`config.mk`:
```
export PLATFORM = sky130hd
export DESIGN_NAME = isc_ctrl
export DESIGN_NICKNAME = d
export VERILOG_FILES = /design/src/hw/rtl/isc_pkg.sv /design/src/hw/rtl/isc_ctrl.sv
export SDC_FILE = /design/constraint.sdc
export NUM_CORES = 1
export LEC_CHECK = 0
export BUFFER_PORTS_ARGS = -buffer_cell sky130_fd_sc_hd__buf_2
export CORE_AREA = 2 2 39 41
export CTS_BUF_LIST = sky130_fd_sc_hd__clkbuf_2 sky130_fd_sc_hd__clkbuf_4 sky130_fd_sc_hd__clkbuf_8
export DETAILED_ROUTE_END_ITERATION = 7
export DIE_AREA = 0 0 41 43
export PLACE_DENSITY = 0.67
export SLEW_MARGIN = 20
export SYNTH_ARGS = -nofsm -noshare
export SYNTH_HDL_FRONTEND = slang
export SYNTH_SLANG_ARGS = --single-unit
```
`constraint.sdc`:
```
create_clock -name clock -period 1.97 [get_ports clock]
set_input_delay 0.394 -clock clock [delete_from_list [all_inputs] [get_ports clock]]
set_output_delay 0.394 -clock clock [all_outputs]
set_load 0.01 [all_outputs]
```
`src/hw/rtl/isc_pkg.sv`:
```
// ----------------------------------------------------------------------------
// isc_pkg
// Shared types and constants of the interpolated sine oscillator.
// ----------------------------------------------------------------------------
package isc_pkg;

   // configuration register indexes
   localparam int CSR_INDEX_W = 2;
   localparam logic [CSR_INDEX_W-1:0] CSR_PHASE_INCREMENT  = 2'd0;
   localparam logic [CSR_INDEX_W-1:0] CSR_PITCH_MOD_ENABLE = 2'd1;
   localparam logic [CSR_INDEX_W-1:0] CSR_SATURATION       = 2'd2;

   // saturation amount 1.0 and its clamp value 0.99, Q1.16
   localparam logic [16:0] SAT_ONE   = 17'd65536;
   localparam logic [16:0] SAT_CLAMP = 17'd64881;

   // controller to datapath commands
   typedef struct packed {
      logic capture;     // take request fields and split phase
      logic rd_next;     // table address is index plus one
      logic ld_v1;       // first table entry is on the read data
      logic phase_mul;   // increment times pitch ratio
      logic phase_add;   // advance phase
      logic interp;      // linear interpolation
      logic sat_mul;     // magnitude and shaper product
      logic div_load;    // set up shaper division
      logic div_step;    // one quotient bit
      logic gain_mul;    // gain product
      logic out_load;    // load result registers
   } cmd_type;

   // datapath to controller status
   typedef struct packed {
      logic sat_on;      // shaper enabled
   } sts_type;

endpackage

```
`src/hw/rtl/isc_ctrl.sv`:
```
// ----------------------------------------------------------------------------
// isc_ctrl
// Sequencer for one sample: table reads, interpolation, shaper divide, gain.
// ----------------------------------------------------------------------------
module isc_ctrl #(
   parameter int QUOT_BITS = 16
) (
   input  logic             clock,
   input  logic             reset,
   input  logic             req_valid,
   output logic             req_stall,
   output logic             rsp_valid,
   input  logic             rsp_stall,
   input  isc_pkg::sts_type sts,
   output isc_pkg::cmd_type cmd
);
   import isc_pkg::*;

   localparam int CNT_W = $clog2(QUOT_BITS + 1);

   localparam logic [2:0] S_IDLE = 3'd0;
   localparam logic [2:0] S_RD0  = 3'd1;
   localparam logic [2:0] S_RD1  = 3'd2;
   localparam logic [2:0] S_INTP = 3'd3;
   localparam logic [2:0] S_MUL  = 3'd4;
   localparam logic [2:0] S_DSET = 3'd5;
   localparam logic [2:0] S_DIV  = 3'd6;
   localparam logic [2:0] S_FIN  = 3'd7;

   logic [2:0]       state_ff, state_in;
   logic [CNT_W-1:0] cnt_ff, cnt_in;
   logic             gain_ff, gain_in;
   logic             rsp_valid_ff, rsp_valid_in;
   logic             out_free;

   assign req_stall = (state_ff != S_IDLE);
   assign rsp_valid = rsp_valid_ff;
   assign out_free  = !(rsp_valid_ff && rsp_stall);

   // next state and commands
   always_comb begin
      state_in = state_ff;
      cnt_in   = cnt_ff;
      gain_in  = 1'b0;
      cmd      = '0;
      case (state_ff)
         S_IDLE: begin
            if (req_valid) begin
               cmd.capture = 1'b1;
               state_in    = S_RD0;
            end
         end
         S_RD0: begin
            cmd.phase_mul = 1'b1;
            state_in      = S_RD1;
         end
         S_RD1: begin
            cmd.rd_next   = 1'b1;
            cmd.ld_v1     = 1'b1;
            cmd.phase_add = 1'b1;
            state_in      = S_INTP;
         end
         S_INTP: begin
            cmd.interp = 1'b1;
            state_in   = S_MUL;
         end
         S_MUL: begin
            cmd.sat_mul = 1'b1;
            if (sts.sat_on) begin
               state_in = S_DSET;
            end else begin
               gain_in  = 1'b1;
               state_in = S_FIN;
            end
         end
         S_DSET: begin
            cmd.div_load = 1'b1;
            cnt_in       = CNT_W'(QUOT_BITS - 1);
            state_in     = S_DIV;
         end
         S_DIV: begin
            cmd.div_step = 1'b1;
            if (cnt_ff == '0) begin
               gain_in  = 1'b1;
               state_in = S_FIN;
            end else begin
               cnt_in = cnt_ff - 1'b1;
            end
         end
         S_FIN: begin
            // gain product is taken on entry here, before the result load
            cmd.gain_mul = gain_ff;
            if (!gain_ff && out_free) begin
               cmd.out_load = 1'b1;
               state_in     = S_IDLE;
            end
         end
         default: state_in = S_IDLE;
      endcase
   end

   // result valid flag
   always_comb begin
      rsp_valid_in = rsp_valid_ff;
      if (rsp_valid_ff && !rsp_stall) rsp_valid_in = 1'b0;
      if (cmd.out_load) rsp_valid_in = 1'b1;
   end

   always_ff @(posedge clock) begin
      if (reset) begin
         state_ff     <= S_IDLE;
         cnt_ff       <= '0;
         gain_ff      <= 1'b0;
         rsp_valid_ff <= 1'b0;
      end else begin
         state_ff     <= state_in;
         cnt_ff       <= cnt_in;
         gain_ff      <= gain_in;
         rsp_valid_ff <= rsp_valid_in;
      end
   end

endmodule

```
==> impl_metrics.toml, run 1 <==
[final_layout]
final_core_util = 0.483
layout_common_cells = "17 x buf_2, 10 x dfxtp_1, 9 x inv_1"
fin_cells = 101
n_fill_cell = 141
nets = 92
antenna-diode-count = 0
seq_area_sq_um = 200
area_growth_pct = 12.4
layout_commonest_cell = "buf_2"
multi_input_area_sq_um = 293
drive_gt1_frac = 0.306

[floorplanning]
initial_core_util = 0.429
die_area_sq_mm = 0.00176
core_sq_mm = 0.00138
die-height_um = 43
die-width_um = 41
io_pins = 18
rows = 14

[global_route]
grt_pass1_wl_mm = 2.03
grt_max_degree = 14
gr-total-overflow = 0
grt_pass1_vias = 481
grt_usage = 0.165
antenna_found_initial = 0

[route]
drt-wirelength-per-cell_um = 11.6
drc = 0
wl_mm = 1.17
drtIter0Drc = 6
via_per_inst = 5.25
ant_nets = 0
vias = 530
first_pass_iters = 4

[sta]
timing.final.crit_share = 0.941
max_slew_margin = 0.568
clock_skew_ns = 0.00218
finalSetupViolCount = 0
finalHoldViolCount = 0
fmax_mhz = 539
rsz0062_at_grt = "no"
whs_ns = 0.363
worst_pin_slew_ns = 0.646
period_needed_ns = 1.85
slew_violations = 0
setup_tns_ns = 0

[clock_tree]
cts-htree-levels = 1
clock-root-buffer = "clkbuf_4"
clk_path_buf_depth = 2
clock_sinks = 10
postCtsSetupBuffers = 0
postCtsHoldBufs = 0
cts_tree = "done"
clk_latency_ns = 0.27
cts_buffers = 3
post_cts_resized = 0
clk_pin_slew_ns = 0.07

[setup_path]
endpoint_kind = "primary output"
cp-start-kind = "register"
crit_start = "state_ff[1]$_SDFFE_PP0P_"
path_class = "reg2out"
endpoint = "cmd[10]"
required_ns = 1.58
worstPathMaxFanout = 13
rr_worst_depth = 3
r2r_start = "state_ff[1]$_SDFFE_PP0P_"
arrival_ns = 1.46
rr_endpoint = "cnt_ff[3]$_SDFFE_PP0P_"
r2r_slack_ns = 0.41

[logic_synthesis]
syn_area_per_cell_sq_um = 8.25
netlist_area_sq_um = 594
synth-seq-cells = 10
yosysSeqAreaShare = 0.337
synth_area_leader_cell = "dfxtp_1"
syn-instance-count = 72
synth_area_leaders = "dfxtp_1 34%, inv_1 5.7%, buf_6 5.7%"
synth_cell_types = 29
netlist.area_leader.share = 0.337
syn-num-nets = 78
yosysWarningCount = 0

[flow_run]
max-cap-violations = 0

[place]
portBuffers = 17
place_congestion = 0.728
dp_hpwl_um = 868
place_inst = 97

[power_and_ir_drop]
power_density_mw_per_mm2 = 730
p_leak_nw = 0.356
p_total_w = 0.000488
ir_drop_uv = 561

[hold_path]
hp-class = "in2reg"

[run_status]
status = "complete, no violations"
worst max-delay path, stage by stage (launching register included):
cell and delay [ns]:
dfxtp_1 0.45, or3_2 0.53, nor2_1 0.09, buf_2 0.13
cell families (layout without fill, tap and decap cells):
group	Yosys count	count (layout)	synth area share
AOI/OAI and AO/OA	15	15	0.162
adders and majority gates	1	1	0.0210
buffers and inverters	17	30	0.171
DFF	10	10	0.337
and+or+nand+nor	29	29	0.309
metrics by stage:
step / setup WS, ns / instance area (sq um)
after CTS: 0.119 / 668
after detailed placement: 0.426 / 632
after global routing: 0.0221 / 668
after floorplan: 0.260 / 594
after global placement: 0.443 / 632
final: 0.116 / 668
worst min path at each step:
stage	start	end	slack, ns	cells after the start
finish	rsp_stall	rsp_valid$_SDFFE_PP0P_	0.36	3
global route	rsp_stall	rsp_valid$_SDFFE_PP0P_	0.39	3
CTS	rsp_stall	rsp_valid$_SDFFE_PP0P_	0.36	3
detailed placement	cnt_ff[4]$_SDFFE_PP0P_	cnt_ff[4]$_SDFFE_PP0P_	0.49	1
global placement	cnt_ff[4]$_SDFFE_PP0P_	cnt_ff[4]$_SDFFE_PP0P_	0.48	1
floorplan	cnt_ff[4]$_SDFFE_PP0P_	cnt_ff[4]$_SDFFE_PP0P_	0.47	1
power breakdown:
part | internal, W | total (W) | switching (W) | leakage, nW
clock network | 0.000112 | 0.000190 | 0.0000773 | 0.0210
registers | 0.000209 | 0.000227 | 0.0000176 | 0.0811
logic | 0.0000346 | 0.0000718 | 0.0000372 | 0.254
total | 0.000356 | 0.000488 | 0.000132 | 0.356
cell type report:
type | count | share of cell area
clock buffers | 4 | 0.0543
flip-flops and latches | 10 | 0.300
inverters | 9 | 0.0506
well taps | 16 | 0.0300
multi-input cells | 45 | 0.438
repair buffers | 17 | 0.127
synth_stat cells:
cell / instances
dfxtp_1: 10
inv_1: 9
nor2_1: 7
a21oi_1: 5
nor3_1: 5
buf_4: 4
buf_6: 3
a31oi_1: 2
nand2_1: 2
o211ai_1: 2
o21ai_0: 2
or3_1: 2
or3_2: 2
or4_1: 2
a21o_1: 1
a2bb2oi_1: 1
clkbuf_1: 1
ha_1: 1
nand2b_1: 1
nand3_1: 1
nand3b_1: 1
nand3b_4: 1
nor2b_1: 1
nor3b_1: 1
nor4_1: 1
nor4b_1: 1
nor4b_2: 1
o22ai_1: 1
o311a_2: 1
registers in the layout, summed over array words and instances (netlist names):
register / count
cnt_ff: 5
state_ff: 3
rsp_valid: 1
gain_ff: 1
layer usage:
layer / global-route usage / part of all wire
met1: 0.215 / 0.47
met2: 0.250 / 0.48
met3: 0.0314 / 0.038
met4: 0.0800 / 0.013
met5: 0 / 0
Power figures use the tool's default switching activity.
==> run 2, diff against run 1 <==
--- a/config.mk
+++ b/config.mk
@@ -5,12 +5,13 @@
 export SDC_FILE = /design/constraint.sdc
 export NUM_CORES = 1
 export LEC_CHECK = 0
+export ABC_AREA = 1
 export BUFFER_PORTS_ARGS = -buffer_cell sky130_fd_sc_hd__buf_2
 export CORE_AREA = 2 2 39 41
 export CTS_BUF_LIST = sky130_fd_sc_hd__clkbuf_2 sky130_fd_sc_hd__clkbuf_4 sky130_fd_sc_hd__clkbuf_8
 export DETAILED_ROUTE_END_ITERATION = 7
 export DIE_AREA = 0 0 41 43
-export PLACE_DENSITY = 0.67
+export PLACE_DENSITY = 0.69
 export SLEW_MARGIN = 20
 export SYNTH_ARGS = -nofsm -noshare
 export SYNTH_HDL_FRONTEND = slang
==> run 2 against run 1 <==
Sequential share of layout area is 2.5 points lower. Clock skew is 0.0014 ns higher. Combinational power is 36% higher. Critical path depth is 2 higher. Global-route usage is 1.2 points lower. Critical path type unchanged. Highest routed layer unchanged.
==> impl_metrics.toml, run 2 <==
[final_layout]
drive_gt1_frac = 0.243
layout_common_cells = "18 x nand2_1, 18 x nor2_1, 17 x buf_2"
antenna-diode-count = 0
largest_reg_flops = 5
nets = 118
final_core_util = 0.527
top_regs = "cnt_ff: 5 flops, state_ff: 3 flops"
area_growth_pct = 17.3
largest-register = "cnt_ff"

[hold_path]
hp-class = "in2reg"

[place]
portBuffers = 17
place_congestion = 0.793
dp_hpwl_um = 933

[route]
drt-wirelength-per-cell_um = 9.09
drtIter0Drc = 8
drc = 0
ant_nets = 0
via_per_inst = 4.69
vias = 595
wl_mm = 1.15
first_pass_iters = 4

[clock_tree]
postCtsHoldBufs = 0
post_cts_resized = 0
cts_buffers = 3
clock_sinks = 10
cts_tree = "done"
postCtsSetupBuffers = 0
clock-root-buffer = "clkbuf_4"
clk_pin_slew_ns = 0.07
clk_path_buf_depth = 2
clk_latency_ns = 0.27
cts-htree-levels = 1

[setup_path]
endpoint_kind = "primary output"
cpPeakStageDelay_ns = 0.43
path_class = "reg2out"
cp-start-kind = "register"
arrival_ns = 1.26
worst_path_most_repeated_cell = "nor2_1"
required_ns = 1.58
critPathSlowestCell = "dfxtp_1"
worstPathMaxFanout = 6
cp_cell_sequence = "inv_2, nor2_1, inv_1, nor2_1, buf_2"

[power_and_ir_drop]
ir_drop_uv = 494
power_density_mw_per_mm2 = 698
swShare = 0.291
power_frac_comb = 0.192
p_leak_nw = 0.437
p_int_w = 0.000361
p_seq_frac = 0.441
p_clk_frac = 0.368
p_sw_w = 0.000148

[logic_synthesis]
synth_xor_area_frac = 0.0141
yosysWarningCount = 0
synth_compound_gate_area_share = 0.0744
netlist_area_sq_um = 622
synth_top_family_by_area = "simple AND/OR/NAND/NOR gates"
ys.flop_type = "dfxtp_1"
synth_area_leader_cell = "dfxtp_1"
synth_cell_types = 18
netlist.area_leader.share = 0.322
synthAdderAreaFrac = 0.0201
synth_edf_count = 0
syn-instance-count = 94
syn-num-nets = 100
synthSimpleGateAreaFrac = 0.425
syn_area_per_cell_sq_um = 6.62
yosysSeqAreaShare = 0.322
synth-seq-cells = 10
synth_common_cells = "18 x nand2_1, 18 x nor2_1, 13 x inv_1"
synthMuxAreaShare = 0
synth_area_leaders = "dfxtp_1 32%, nand2_1 11%, nor2_1 11%"
synthArstFlopShare = 0

[floorplanning]
rows = 14
die-width_um = 41
initial_core_util = 0.449
die_area_sq_mm = 0.00176
die-height_um = 43
io_pins = 18
core_sq_mm = 0.00138

[global_route]
grt_max_degree = 10
grt_usage = 0.153
antenna_found_initial = 0
grt_pass1_wl_mm = 1.79
gr-total-overflow = 0
grt_pass1_vias = 485

[run_status]
status = "complete, no violations"

[sta]
timing.final.crit_share = 0.839
finalSetupViolCount = 0
fmax_mhz = 605
rsz0062_at_grt = "no"
setup_tns_ns = 0
max_slew_margin = 0.811
worst_pin_slew_ns = 0.283
finalHoldViolCount = 0
clock_skew_ns = 0.00363
slew_violations = 0
period_needed_ns = 1.65

[flow_run]
max-cap-violations = 0
==> run 2: power groups by stage <==
stage	Sequential (W)	Clock [W]	Combinational, W
3_5_place_dp	0.000229	0	0.0000980
5_1_grt	0.000226	0.000195	0.000112
3_3_place_gp	0.000228	0	0.0000979
2_1_floorplan	0.000222	0	0.0000844
6_report	0.000224	0.000187	0.0000976
4_1_cts	0.000224	0.000192	0.0000985
==> run 2: path summary, 6_finish.rpt <==
kind / from / endpoint / slack [ns] / cells after the start
worst min register to register: cnt_ff[4]$_SDFFE_PP0P_ / cnt_ff[4]$_SDFFE_PP0P_ / 0.46 / 2
worst min-delay path: reset / cnt_ff[3]$_SDFFE_PP0P_ / 0.36 / 2
worst max-delay path: state_ff[2]$_SDFFE_PP0P_ / cmd[1] / 0.32 / 5
worst max register to register: cnt_ff[0]$_SDFFE_PP0P_ / state_ff[1]$_SDFFE_PP0P_ / 0.69 / 7
==> run 2: worst max-delay path: cells and delay by family, from the launching register on <==
| family | cells | cell delay (ns) |
|---|---|---|
| DFF | 1 | 0.43 |
| buffers and inverters | 3 | 0.34 |
| and+or+nand+nor | 2 | 0.23 |
==> run 2: cells by family after synthesis <==
family | after synthesis
AO/OA/AOI/OAI | 9
XOR/XNOR | 1
adder cells (fa/ha/maj) | 1
buffers and inverters | 19
flip-flops | 10
AND/OR/NAND/NOR | 54
==> run 2: layout make-up <==
class	count	area, sq um
Multi-Input combinational cell	65	332
Timing Repair Buffer	17	85.1
Tap cell	16	20.0
Sequential cell	10	200
Clock buffer	4	36.3
Fill cell	150	654
Inverter	15	56.3
==> run 2: stage by stage <==
step           instance area (sq um)  cells  total power [W]  hold WS (ns)  setup slack [ns]
6_report                         729    127         0.000509         0.359             0.318
3_3_place_gp                     693    123         0.000326         0.455             0.607
5_1_grt                          729    127         0.000533         0.359             0.174
2_1_floorplan                    622     94         0.000306         0.441             0.623
4_1_cts                          729    127         0.000514         0.354             0.296
3_5_place_dp                     693    123         0.000327         0.453             0.603
==> run 2: metal layers <==
| layer | global-route usage | part of all wire |
|---|---|---|
| met2 | 0.222 | 0.43 |
| met1 | 0.195 | 0.49 |
| met3 | 0.0157 | 0.057 |
| met4 | 0.120 | 0.027 |
| met5 | 0 | 0 |
